### src/point_in_polygon_test_top_assert.svh
// Assertion macros for the point-in-polygon test block.
// Included by the RTL files that carry concurrent checks; no other dependencies.
`ifndef POINT_IN_POLYGON_TEST_TOP_ASSERT_SVH
`define POINT_IN_POLYGON_TEST_TOP_ASSERT_SVH
`ifndef NO_ASSERTIONS
`define PIP_ASSERT_IMP(lbl, clk, rst_n, ante, cons, msg) \
    lbl: assert property (@(posedge clk) disable iff (!rst_n) (ante) |-> (cons)) \
        else $error(msg);
`define PIP_ASSERT_NXT(lbl, clk, rst_n, ante, cons, msg) \
    lbl: assert property (@(posedge clk) disable iff (!rst_n) (ante) |=> (cons)) \
        else $error(msg);
`else
`define PIP_ASSERT_IMP(lbl, clk, rst_n, ante, cons, msg)
`define PIP_ASSERT_NXT(lbl, clk, rst_n, ante, cons, msg)
`endif
`endif

### src/pip_ram.sv
// Generic single-write, single-read RAM with registered read data.
// No dependencies.
module pip_ram #(
    parameter int WIDTH = 32,
    parameter int DEPTH = 64
) (
    input  logic                     i_clk,
    input  logic                     i_we,
    input  logic [$clog2(DEPTH)-1:0] i_waddr,
    input  logic [WIDTH-1:0]         i_wdata,
    input  logic [$clog2(DEPTH)-1:0] i_raddr,
    output logic [WIDTH-1:0]         o_rdata
);

    logic [WIDTH-1:0] r_mem [DEPTH];
    logic [WIDTH-1:0] r_rdata;

    always_ff @(posedge i_clk) begin
        if (i_we) begin
            r_mem[i_waddr] <= i_wdata;
        end
        r_rdata <= r_mem[i_raddr];
    end

    assign o_rdata = r_rdata;

endmodule

### config.mk
export PLATFORM = sky130hd
export DESIGN_NAME = pip_ram
export DESIGN_NICKNAME = d
export VERILOG_FILES = /design/src/point_in_polygon_test_top_assert.svh /design/src/pip_ram.sv
export SDC_FILE = /design/constraint.sdc
export NUM_CORES = 2
export LEC_CHECK = 0
export ABC_AREA = 1
export BUFFER_PORTS_ARGS = -buffer_cell sky130_fd_sc_hd__buf_2
export CAP_MARGIN = 5
export CORE_AREA = 2 2 557 504
export DETAILED_ROUTE_END_ITERATION = 7
export DIE_AREA = 0 0 559 506
export SLEW_MARGIN = 20
export SYNTH_ARGS = -nofsm -noshare
export SYNTH_HDL_FRONTEND = slang
export SYNTH_SLANG_ARGS = --single-unit
### constraint.sdc
create_clock -name i_clk -period 5 [get_ports i_clk]
set_clock_uncertainty 0.15 [all_clocks]
set_input_delay 1 -clock i_clk [delete_from_list [all_inputs] [get_ports i_clk]]
set_output_delay 1 -clock i_clk [all_outputs]
set_load 0.02 [all_outputs]
==> flow_summary.ini <==
[yosys]
yosys-top-cells-area = edfxtp_1, nand3_1, nand2_1
ys_ff_latch = 2080
syn_inst = 6769
synthDistinctLibCells = 16
avgSynthCellArea_um2 = 12.2
ys.warnings.count = 0
synth_area_um2 = 82700
synth_nets = 6815
yosysTopAreaCellShare_pct = 74.3
synth_area_leader_cell = edfxtp_1
ys_seq_area_share_pct = 75.1

[worst_setup_path]
path_max_fanout = 63
slowest_stage = buf_4
start_kind = input pin
cp_top_family = buffers and inverters
end_kind = flip-flop
critPathMaxStageDelay_ns = 0.42
cp_cell_sequence = buf_8 -> buf_12 -> buf_4 -> buf_4 -> nand2_1 -> nand3_1 -> nand3_1 -> nand3_1 -> nand3_1 -> nand2_1 -> nand2_1 -> nand2_1
crit_type = input pin to flip-flop
crit_buf_inv = 4
required_ns = 5.63
crit_arrival_ns = 3.83

[routing]
drc = 0
wl_per_cell_um = 23.0
ant_nets = 0
drtPass1Iterations = 6
vias = 54200
routed_wl_um = 247000
first_iter_violations = 7010
avgViaCountPerCell = 5.05

[clocking]
clk_pin_slew_ns = 0.06
h-tree-depth = 4
numCtsBuffers = 206
cts_tree = built
cts.sinks = 2080
cts_setup_buffers = 0
cts_root_buf = clkbuf_16
clk-insertion-delay-late_ns = 0.87
cts_resized = 0
clockBufferDepth = 3
hold_buffers = 0

[global_routing]
grt.total_usage_pct = 16.9
antenna_found_initial = 28
grt_pass1_wl_um = 357000
overflow = 0
grt_max_degree = 177
grt_pass1_vias = 51100

[timing]
clock.fmax_mhz = 313
period_minus_slack_ns = 3.19
finalHoldViolations = 0
tightest_slew_ns = 1.05
finalCritPeriodShare_pct = 63.9
final.setup.worst_slack_ns = 1.81
finalSetupViolCount = 0
relSlewSlack_pct = 30.1
drv_slew = 0
rsz0062_at_grt = no

[finish]
stdcell_count = 10700
drive_gt1_share_pct = 9.47
fin_nets = 6874
most-common-layout-cells = nand2_1, edfxtp_1, nand3_1, clkbuf_16, buf_4
design_area_um2 = 94900
fin_util_pct = 34.2
mostFrequentLayoutCell = nand2_1
areaGrowthSynthToFinish_pct = 14.7

[placement]
dpl_worst_slack_ns = 1.01
io_buffers = 77
dpl_cell_area_um2 = 88300
dp.cells = 10300
place_congestion = 0.820
dp_hpwl_um = 136000

[power]
pwr-share-clk_pct = 41.1
power.share.combinational_pct = 6.2
seqPwrFrac_pct = 52.7
power_mw = 36.8
sw_frac_of_total_pct = 22.9
leakagePower_nw = 32.7
p_int_mw = 28.4
p_switching_mw = 8.41
peakVddDrop_uv = 384
power_density_nw_per_um2 = 388

[floorplanning]
rows = 184
start_util_pct = 29.8
core_area_um2 = 277000
fp.dieW_um = 559
fp.dieH_um = 506
pin_count = 78
dieArea_um2 = 283000

[run_status]
status = completed

[hold_path]
hp-class = input pin to flip-flop

[flow_run]
max_cap_violations = 0
cell usage after synthesis:
| master | count |
|---|---|
| buf_2 | 282 |
| edfxtp_1 | 2048 |
| nand2_1 | 2248 |
| buf_1 | 40 |
| buf_4 | 45 |
| inv_4 | 1 |
| nor4_1 | 8 |
| clkbuf_1 | 77 |
| nand4_1 | 9 |
| nor2_1 | 56 |
| buf_6 | 3 |
| inv_1 | 9 |
| nand3_1 | 1907 |
| inv_2 | 2 |
| dfxtp_1 | 32 |
| buf_8 | 2 |
metal layers:
| layer | GRT usage, % | part of all wire (%) | wire length [µm] |
|---|---|---|---|
| met4 | 5.62 | 3.0 | 7320 |
| met3 | 2.62 | 8.2 | 20300 |
| met2 | 27.3 | 47 | 117000 |
| met1 | 23.3 | 41 | 102000 |
| met5 | 0 | 0.016 | 40 |
power groups by stage:
stage / registers, mW / clock network [mW] / logic (mW)
after floorplan: 19.7 / 0 / 1.19
after global placement: 19.8 / 0 / 2.26
after detailed placement: 19.8 / 0 / 2.28
after CTS: 19.4 / 15.3 / 2.29
after global routing: 19.4 / 15.9 / 2.47
final: 19.4 / 15.1 / 2.30
cell families after synthesis:
group / Yosys count / share of synthesized area (%)
buf+inv: 461 / 2.78
flops: 2080 / 75.1
simple gates: 4228 / 22.1
sequential cells by signal, summed over array words and instances (netlist names):
| signal | cells |
|---|---|
| r_mem | 2048 |
| o_rdata | 32 |
through the flow:
stage | hold WS, ns | setup TNS, ns
finish | 0.409 | 0
CTS | 0.356 | 0
global route | 0.396 | 0
floorplan | 0.571 | -71.68
detailed placement | 0.641 | 0
global placement | 0.660 | 0
final timing paths:
check	start	to	slack, ns	cells past startpoint
setup / recovery	i_raddr[0]	o_rdata[30]	1.81	12
hold / removal	i_wdata[8]	r_mem[43][8]	0.41	1
setup reg to reg	r_mem[50][9]	o_rdata[9]	3.08	8
hold reg to reg	r_mem[50][6]	o_rdata[6]	0.66	8
worst register-to-register path, cell delays in order, from the launching register on:
cell	delay, ns
edfxtp_1	0.36
nand2_1	0.07
nand3_1	0.09
nand3_1	0.11
nand3_1	0.08
nand3_1	0.27
nand2_1	0.19
nand2_1	0.36
nand2_1	0.11
cell type report:
cell class,instances,area [µm²]
Antenna cell,9,22.5
Clock buffer,272,5540
Clock inverter,111,1010
Fill cell,26900,183000
Inverter,12,81.3
Multi-Input combinational cell,4228,18800
Sequential cell,2080,62100
Tap cell,3720,4650
Timing Repair Buffer,300,2690
Note: power is estimated with default switching activity, not from simulation.
