File: src/point_in_polygon_test_top_assert.svh
// Assertion macros for the point-in-polygon test block.
// Included by the RTL files that carry concurrent checks; no other dependencies.
`ifndef POINT_IN_POLYGON_TEST_TOP_ASSERT_SVH
`define POINT_IN_POLYGON_TEST_TOP_ASSERT_SVH
`ifndef NO_ASSERTIONS
`define PIP_ASSERT_IMP(lbl, clk, rst_n, ante, cons, msg) \
    lbl: assert property (@(posedge clk) disable iff (!rst_n) (ante) |-> (cons)) \
        else $error(msg);
`define PIP_ASSERT_NXT(lbl, clk, rst_n, ante, cons, msg) \
    lbl: assert property (@(posedge clk) disable iff (!rst_n) (ante) |=> (cons)) \
        else $error(msg);
`else
`define PIP_ASSERT_IMP(lbl, clk, rst_n, ante, cons, msg)
`define PIP_ASSERT_NXT(lbl, clk, rst_n, ante, cons, msg)
`endif
`endif

File: src/pip_pkg.sv
// Shared constants and types for the point-in-polygon test block.
// No dependencies; imported by every module of the block except pip_ram.
package pip_pkg;

    localparam int MAX_VERTICES = 64;
    localparam int IDX_W        = $clog2(MAX_VERTICES);
    localparam int CNT_W        = $clog2(MAX_VERTICES + 1);

    localparam int REG_W        = 7;     // vertex_count register
    localparam int VIDX_W       = 6;     // vertex_index field
    localparam int COORD_W      = 32;    // Q16.16 coordinate
    localparam int SUM_W        = COORD_W + 1;   // position + offset, exact
    localparam int DIFF_W       = SUM_W + 1;     // point minus vertex
    localparam int CHUNK_W      = 17;    // multiplier operand split
    localparam int MB_W         = CHUNK_W + 1;
    localparam int PROD_W       = DIFF_W + MB_W;
    localparam int ACC_W        = 70;    // holds a 34x34 product difference

    localparam int S_TDATA_W    = 136;
    localparam int M_TDATA_W    = 8;

    localparam logic CMD_WRITE  = 1'b0;
    localparam logic CMD_QUERY  = 1'b1;

    typedef struct packed {
        logic vld;   // issue a partial product
        logic clr;   // start a new sum
        logic neg;   // subtract instead of add
        logic hi;    // weight by 2^CHUNK_W
    } t_mac_op;

endpackage

File: src/pip_mac.sv
// Shared multiply-accumulate unit: 34x18 signed product, registered, then
// added to or subtracted from a 70-bit sum. Depends on pip_pkg.
module pip_mac (
    input  logic                                  i_clk,
    input  logic                                  i_rst_n,
    input  pip_pkg::t_mac_op                      i_op,
    input  logic signed [pip_pkg::DIFF_W-1:0]     i_a,
    input  logic signed [pip_pkg::MB_W-1:0]       i_b,
    output logic signed [pip_pkg::ACC_W-1:0]      o_acc
);
    import pip_pkg::*;

    t_mac_op                   r_op;
    logic signed [PROD_W-1:0]  r_prod;
    logic signed [ACC_W-1:0]   r_acc;
    logic signed [ACC_W-1:0]   n_acc;
    logic signed [ACC_W-1:0]   w_ext;
    logic signed [ACC_W-1:0]   w_term;
    logic signed [ACC_W-1:0]   w_base;

    always_ff @(posedge i_clk) begin
        if (!i_rst_n) begin
            r_op <= '0;
        end else begin
            r_op <= i_op;
        end
    end

    always_ff @(posedge i_clk) begin
        r_prod <= i_a * i_b;
        if (r_op.vld) begin
            r_acc <= n_acc;
        end
    end

    always_comb begin
        w_ext  = {{(ACC_W-PROD_W){r_prod[PROD_W-1]}}, r_prod};
        w_term = r_op.hi ? (w_ext <<< CHUNK_W) : w_ext;
        w_base = r_op.clr ? '0 : r_acc;
        n_acc  = r_op.neg ? (w_base - w_term) : (w_base + w_term);
    end

    assign o_acc = r_acc;

endmodule

File: src/pip_ctrl.sv
// Query sequencer: walks the polygon edges, drives the vertex read port and
// the shared multiply-accumulate unit, holds the result register.
// Depends on pip_pkg, pip_mac and the assertion header.
`include "point_in_polygon_test_top_assert.svh"
module pip_ctrl (
    input  logic                                 i_clk,
    input  logic                                 i_rst_n,
    input  logic                                 i_start,
    input  logic signed [pip_pkg::SUM_W-1:0]     i_px,
    input  logic signed [pip_pkg::SUM_W-1:0]     i_py,
    input  logic [pip_pkg::CNT_W-1:0]            i_count,
    input  logic signed [pip_pkg::COORD_W-1:0]   i_rd_x,
    input  logic signed [pip_pkg::COORD_W-1:0]   i_rd_y,
    output logic [pip_pkg::IDX_W-1:0]            o_raddr,
    output logic                                 o_idle,
    output logic                                 o_res_valid,
    output logic                                 o_res,
    input  logic                                 i_res_ready
);
    import pip_pkg::*;

    localparam logic [3:0] S_IDLE = 4'd0;
    localparam logic [3:0] S_RDJ  = 4'd1;
    localparam logic [3:0] S_CAPJ = 4'd2;
    localparam logic [3:0] S_CAPI = 4'd3;
    localparam logic [3:0] S_RDI  = 4'd4;
    localparam logic [3:0] S_M0   = 4'd5;
    localparam logic [3:0] S_M1   = 4'd6;
    localparam logic [3:0] S_M2   = 4'd7;
    localparam logic [3:0] S_M3   = 4'd8;
    localparam logic [3:0] S_DRN  = 4'd9;
    localparam logic [3:0] S_EVAL = 4'd10;
    localparam logic [3:0] S_FIN  = 4'd11;

    logic [3:0]                 r_state, n_state;
    logic [IDX_W-1:0]           r_idx, n_idx;
    logic signed [SUM_W-1:0]    r_px, n_px, r_py, n_py;
    logic signed [COORD_W-1:0]  r_xj, n_xj, r_yj, n_yj, r_xi, n_xi, r_yi, n_yi;
    logic signed [DIFF_W-1:0]   r_da, n_da, r_dpy, n_dpy;
    logic signed [SUM_W-1:0]    r_dx, n_dx, r_dy, n_dy;
    logic                       r_last, n_last;
    logic                       r_inside, n_inside;
    logic                       r_out_valid, n_out_valid;
    logic                       r_out_data, n_out_data;

    logic                       w_last;
    logic                       w_straddle;
    logic                       w_left;
    logic                       w_out_free;
    logic signed [DIFF_W-1:0]   w_da, w_dpy;
    logic signed [SUM_W-1:0]    w_dx, w_dy;
    t_mac_op                    w_mop;
    logic signed [DIFF_W-1:0]   w_ma;
    logic signed [DIFF_W-1:0]   w_mb_src;
    logic signed [MB_W-1:0]     w_mb;
    logic signed [ACC_W-1:0]    w_acc;

    pip_mac u_mac (
        .i_clk   (i_clk),
        .i_rst_n (i_rst_n),
        .i_op    (w_mop),
        .i_a     (w_ma),
        .i_b     (w_mb),
        .o_acc   (w_acc)
    );

    // edge terms from the freshly read vertex i and the held vertex j
    always_comb begin
        w_da       = DIFF_W'(r_px) - DIFF_W'(i_rd_x);
        w_dpy      = DIFF_W'(r_py) - DIFF_W'(i_rd_y);
        w_dx       = SUM_W'(r_xj) - SUM_W'(i_rd_x);
        w_dy       = SUM_W'(r_yj) - SUM_W'(i_rd_y);
        w_straddle = (SUM_W'(i_rd_y) > r_py) != (SUM_W'(r_yj) > r_py);
        w_last     = (CNT_W'(r_idx) == (i_count - CNT_W'(1)));
        w_out_free = !r_out_valid || i_res_ready;
        // diff = (px-xi)*dy - (xj-xi)*(py-yi); point is left when the sign
        // of diff opposes the sign of dy
        w_left     = r_dy[SUM_W-1] ? (!w_acc[ACC_W-1] && (w_acc != '0))
                                   : w_acc[ACC_W-1];
    end

    // operand schedule: low then high chunk of dy, low then high chunk of py-yi
    always_comb begin
        w_mop    = '0;
        w_ma     = r_da;
        w_mb_src = DIFF_W'(r_dy);
        case (r_state)
            S_M0: begin
                w_mop = '{vld: 1'b1, clr: 1'b1, neg: 1'b0, hi: 1'b0};
            end
            S_M1: begin
                w_mop = '{vld: 1'b1, clr: 1'b0, neg: 1'b0, hi: 1'b1};
            end
            S_M2: begin
                w_mop    = '{vld: 1'b1, clr: 1'b0, neg: 1'b1, hi: 1'b0};
                w_ma     = DIFF_W'(r_dx);
                w_mb_src = r_dpy;
            end
            S_M3: begin
                w_mop    = '{vld: 1'b1, clr: 1'b0, neg: 1'b1, hi: 1'b1};
                w_ma     = DIFF_W'(r_dx);
                w_mb_src = r_dpy;
            end
            default: begin
                w_mop = '0;
            end
        endcase
        w_mb = w_mop.hi ? MB_W'($signed(w_mb_src[DIFF_W-1:CHUNK_W]))
                        : $signed({1'b0, w_mb_src[CHUNK_W-1:0]});
    end

    always_comb begin
        n_state     = r_state;
        n_idx       = r_idx;
        n_px        = r_px;
        n_py        = r_py;
        n_xj        = r_xj;
        n_yj        = r_yj;
        n_xi        = r_xi;
        n_yi        = r_yi;
        n_da        = r_da;
        n_dx        = r_dx;
        n_dy        = r_dy;
        n_dpy       = r_dpy;
        n_last      = r_last;
        n_inside    = r_inside;
        n_out_valid = r_out_valid && !i_res_ready;
        n_out_data  = r_out_data;
        case (r_state)
            S_IDLE: begin
                if (i_start) begin
                    n_px     = i_px;
                    n_py     = i_py;
                    n_inside = 1'b0;
                    n_idx    = '0;
                    n_state  = (i_count == '0) ? S_FIN : S_RDJ;
                end
            end
            S_RDJ: begin
                n_state = S_CAPJ;
            end
            S_CAPJ: begin
                n_xj    = i_rd_x;
                n_yj    = i_rd_y;
                n_state = S_CAPI;
            end
            S_CAPI: begin
                n_xi   = i_rd_x;
                n_yi   = i_rd_y;
                n_da   = w_da;
                n_dx   = w_dx;
                n_dy   = w_dy;
                n_dpy  = w_dpy;
                n_last = w_last;
                n_idx  = r_idx + IDX_W'(1);
                if (w_straddle) begin
                    n_state = S_M0;
                end else begin
                    n_xj    = i_rd_x;
                    n_yj    = i_rd_y;
                    n_state = w_last ? S_FIN : S_RDI;
                end
            end
            S_RDI: begin
                n_state = S_CAPI;
            end
            S_M0: begin
                n_state = S_M1;
            end
            S_M1: begin
                n_state = S_M2;
            end
            S_M2: begin
                n_state = S_M3;
            end
            S_M3: begin
                n_state = S_DRN;
            end
            S_DRN: begin
                n_state = S_EVAL;
            end
            S_EVAL: begin
                if (w_left) begin
                    n_inside = !r_inside;
                end
                n_xj    = r_xi;
                n_yj    = r_yi;
                n_state = r_last ? S_FIN : S_CAPI;
            end
            S_FIN: begin
                if (w_out_free) begin
                    n_out_valid = 1'b1;
                    n_out_data  = r_inside;
                    n_state     = S_IDLE;
                end
            end
            default: begin
                n_state = S_IDLE;
            end
        endcase
    end

    always_ff @(posedge i_clk) begin
        if (!i_rst_n) begin
            r_state     <= S_IDLE;
            r_out_valid <= 1'b0;
        end else begin
            r_state     <= n_state;
            r_out_valid <= n_out_valid;
        end
    end

    always_ff @(posedge i_clk) begin
        r_idx      <= n_idx;
        r_px       <= n_px;
        r_py       <= n_py;
        r_xj       <= n_xj;
        r_yj       <= n_yj;
        r_xi       <= n_xi;
        r_yi       <= n_yi;
        r_da       <= n_da;
        r_dx       <= n_dx;
        r_dy       <= n_dy;
        r_dpy      <= n_dpy;
        r_last     <= n_last;
        r_inside   <= n_inside;
        r_out_data <= n_out_data;
    end

    // first read of a query fetches the closing vertex (count - 1)
    assign o_raddr     = (r_state == S_RDJ) ? IDX_W'(i_count - CNT_W'(1)) : r_idx;
    assign o_idle      = (r_state == S_IDLE);
    assign o_res_valid = r_out_valid;
    assign o_res       = r_out_data;

    `PIP_ASSERT_IMP(a_dy_nonzero, i_clk, i_rst_n, r_state == S_M0, r_dy != '0, "crossing edge with flat dy")
    `PIP_ASSERT_NXT(a_last_edge_ends, i_clk, i_rst_n, (r_state == S_EVAL) && r_last, r_state == S_FIN, "last edge did not finish query")
    `PIP_ASSERT_NXT(a_result_loaded, i_clk, i_rst_n, (r_state == S_FIN) && w_out_free, r_out_valid && (r_out_data == $past(r_inside)), "result not loaded from inside flag")

endmodule

File: config.mk
export PLATFORM = sky130hd
export DESIGN_NAME = pip_ctrl
export DESIGN_NICKNAME = d
export VERILOG_FILES = /design/src/pip_pkg.sv /design/src/pip_mac.sv /design/src/pip_ctrl.sv
export VERILOG_INCLUDE_DIRS = /design/src /design/src/src
export SDC_FILE = /design/constraint.sdc
export NUM_CORES = 2
export LEC_CHECK = 0
export BUFFER_PORTS_ARGS = -buffer_cell sky130_fd_sc_hd__buf_2
export CAP_MARGIN = 15
export CORE_MARGIN = 2
export CORE_UTILIZATION = 47
export CTS_CLUSTER_DIAMETER = 150
export CTS_CLUSTER_SIZE = 30
export DETAILED_ROUTE_END_ITERATION = 12
export HOLD_SLACK_MARGIN = 0.06
export MAX_ROUTING_LAYER = met4
export PLACE_DENSITY_LB_ADDON = 0.2
export SYNTH_ARGS = -nofsm -noshare
export SYNTH_HDL_FRONTEND = slang
export SYNTH_HIERARCHICAL = 1
export SYNTH_SLANG_ARGS = --single-unit
File: constraint.sdc
create_clock -name i_clk -period 11.8 [get_ports i_clk]
set_input_delay 2.95 -clock i_clk [delete_from_list [all_inputs] [get_ports i_clk]]
set_output_delay 2.95 -clock i_clk [all_outputs]
set_load 0.05 [all_outputs]
==> flow_metrics.env <==
export IMPL_status="completed"
export IMPL_grt_use_total_pct=25.7
export IMPL_routed_wl_um=138000
export IMPL_ys_warn_count=6
export IMPL_final_cells=6944
export IMPL_die_h_um=334
export IMPL_core_area_um2=108000
export IMPL_cts_made_buffers=20
export IMPL_yosys_area_top_type_share_pct=23.9
export IMPL_drtPass1Iterations=6
export IMPL_power_density_nw_per_um2=301
export IMPL_slowest_delay_ns=0.87
export IMPL_core_rowCount=121
export IMPL_layout_drive_gt1_share_pct=5.44
export IMPL_min_period_over_period_pct=81.8
export IMPL_cp_common_cell="fa_1"
export IMPL_finClkSkew_ns=0.0364
export IMPL_synthesis_area_um2=51200
export IMPL_hold_viol=0
export IMPL_fillerInstances=10300
export IMPL_holdWs_ns=0.482
export IMPL_tritoncts="yes"
export IMPL_synth_cells=5502
export IMPL_syn_to_final_growth_pct=5.65
export IMPL_period_needed_ns=9.65
export IMPL_synthesis_nets=6594
export IMPL_numPortBuffers=149
export IMPL_crit_slowest_cell="a21oi_1"
export IMPL_wl_per_cell_um=19.9
export IMPL_drtIter0Drc=3095
export IMPL_ys_async_sr_fraction_pct=0
export IMPL_finalSetupTns_ns=0
export IMPL_ys_seq_area_share_pct=26.3
export IMPL_hold_class="reg -> reg"
export IMPL_multi_input_area_um2=34000
export IMPL_dieArea_um2=112000
export IMPL_pin_count=150
export IMPL_num_vias=38500
export IMPL_setup_slack_ns=2.15
export IMPL_ys_seq_elements=468
export IMPL_start_util_pct=47.2
export IMPL_relSlewSlack_pct=22.3
export IMPL_viasPerCell=5.54
export IMPL_synthFlopType="edfxtp_1"
export IMPL_synth_top_cell_by_area="edfxtp_1"
export IMPL_worst_ep_required_time_ns=12.29
export IMPL_synth_edf_count=407
export IMPL_ir_worst_vdd_mv=0.363
export IMPL_holdBufCountCts=0
export IMPL_synth_cell_types=102
export IMPL_rsz0062_at_grt="false"
export IMPL_cp_max_fo=34
export IMPL_cap_viol_max_count=0
export IMPL_leakagePower_uw=0.0239
export IMPL_setup_viol=0
export IMPL_worst_slew_pin_slew_ns=1.14
export IMPL_worstRegToRegCells=28
export IMPL_pre_cts_slack_ns=2.26
export IMPL_final_nets=6614
export IMPL_cts_root_buf="clkbuf_16"
export IMPL_dieWidth_um=334
export IMPL_grt_pass1_vias=39600
export IMPL_post_cts_buffers=0
export IMPL_start_kind="flop"
export IMPL_clk_path_buf_depth=3
export IMPL_clock_sinks=468
export IMPL_endpoint_kind="flop"
export IMPL_maxSlewViolCount=0
export IMPL_dp_hpwl_um=110000
export IMPL_diodes=0
export IMPL_drc_errors=0
export IMPL_grt_pass1_wl_um=220000
export IMPL_dp_cells=6913
export IMPL_cts_clk_slew_worst_paths_ns=0.12
export IMPL_cp_arrival_ns=10.14
export IMPL_max_freq_mhz=104
export IMPL_cts_resized=0
export IMPL_synthTopCellsByArea="edfxtp_1 (24%), fa_1 (23%), ha_1 (8.8%)"
export IMPL_gr_total_overflow=0
export IMPL_clock_latency_ns=0.62
export IMPL_htree_num_levels=1
export IMPL_syn_avg_cell_area_um2=9.30
export IMPL_criticalPathCategory="reg -> reg"
export IMPL_hold_path_depth=0
export IMPL_drtAntennaViolNets=0
export IMPL_regArea_um2=13500
export IMPL_gp_congestion=0.980
export IMPL_grt_max_degree=81
export IMPL_antenna_found_initial=0
-- area by class of cell --
class	instances	area share, %
multi-input cells	3999	62.9
well taps	1414	3.27
clock buffers	23	0.946
inverters	837	5.82
flip-flops and latches	468	24.9
clock inverters	7	0.132
repair buffers	196	2.06
-- stage by stage --
stage / utilization [%] / total power [uW] / cell area, um2
2_1_floorplan: - / 11900 / 51200
3_3_place_gp: 49.3 / 15200 / 53500
3_5_place_dp: 49.4 / 15400 / 53500
4_1_cts: 49.9 / 16300 / 54100
5_1_grt: 49.9 / 17900 / 54100
6_report: 49.9 / 16300 / 54100
-- Yosys cell counts (all sizes together), types with 6 or more instances --
master,number
a211oi,24
clkbuf,177
and4,8
nor2,254
o31ai,15
o21ai,223
a21boi,11
a211o,6
nor3b,13
and2,254
ha,361
nor3,88
o21a,44
o2111ai,6
a41oi,10
xor2,118
a31oi,56
nor4,35
nand2,740
o211ai,22
nor2b,113
a2111oi,7
inv,834
o31a,9
or2,14
or3,13
nand4,43
a31o,7
nand2b,63
o21bai,24
a21o,119
buf,21
edfxtp,407
xnor2,174
fa,590
a21oi,293
nand3,56
and3,40
mux2i,35
nand3b,7
dfxtp,61
o22ai,29
-- path summary, 6_finish.rpt --
| path | startpoint | to | slack (ns) |
|---|---|---|---|
| setup / recovery | r_state[1] | u_mac/r_prod[44] | 2.15 |
| hold / removal | r_inside | o_res | 0.48 |
| setup reg to reg | r_state[1] | u_mac/r_prod[44] | 2.15 |
| hold reg to reg | r_inside | o_res | 0.48 |
-- sequential cells by signal, summed over array words and instances, names as in the netlist, 6 cells and up --
name and cells:
r_da 34, r_dpy 34, r_dx 33, r_dy 33, r_idx 6, r_px 33
r_py 33, r_xi 32, r_xj 32, r_yi 32, r_yj 32, u_mac/o_acc 70
u_mac/r_prod 52
-- logic make-up after synthesis --
family	share of synthesized area, %
AOI/OAI and AO/OA	11.8
xor gates and xnor gates	5.00
adders and majority gates	31.9
buffers and inverters	7.68
DFF	26.3
muxes	0.706
and+or+nand+nor	16.6
-- critical path, delay by kind of cell, from the launching register on --
family	cells	cell delay, ns
adders and majority gates	7	3.27
and+or+nand+nor	8	1.73
DFF	1	0.61
AOI/OAI and AO/OA	7	2.50
buffers and inverters	6	1.35
-- cell usage in the layout, fill, tap and decap left out, types with 118 or more instances in the layout --
cell / synthesis / layout
inv_1: 834 / 832
and2_1: 253 / 252
buf_2: 9 / 150
edfxtp_1: 407 / 407
nor2_1: 253 / 253
ha_1: 361 / 361
fa_1: 590 / 590
nand2_1: 739 / 739
xnor2_1: 174 / 174
a21oi_1: 290 / 290
xor2_1: 118 / 118
o21ai_0: 210 / 209
-- metal layers --
layer,wire length (um),track usage [%],share of wire [%],up-vias
li1,-,-,-,18100
met1,62800,35.0,45,18900
met2,64200,41.6,46,1200
met3,6970,1.97,5.0,225
met4,4120,6.67,3.0,0
met5,0,-,0,-
-- where the power goes --
part	switching, uW	internal, uW
sequential	281	2320
combinational	7710	5120
clock	547	323
Power figures use the tool's default switching activity.
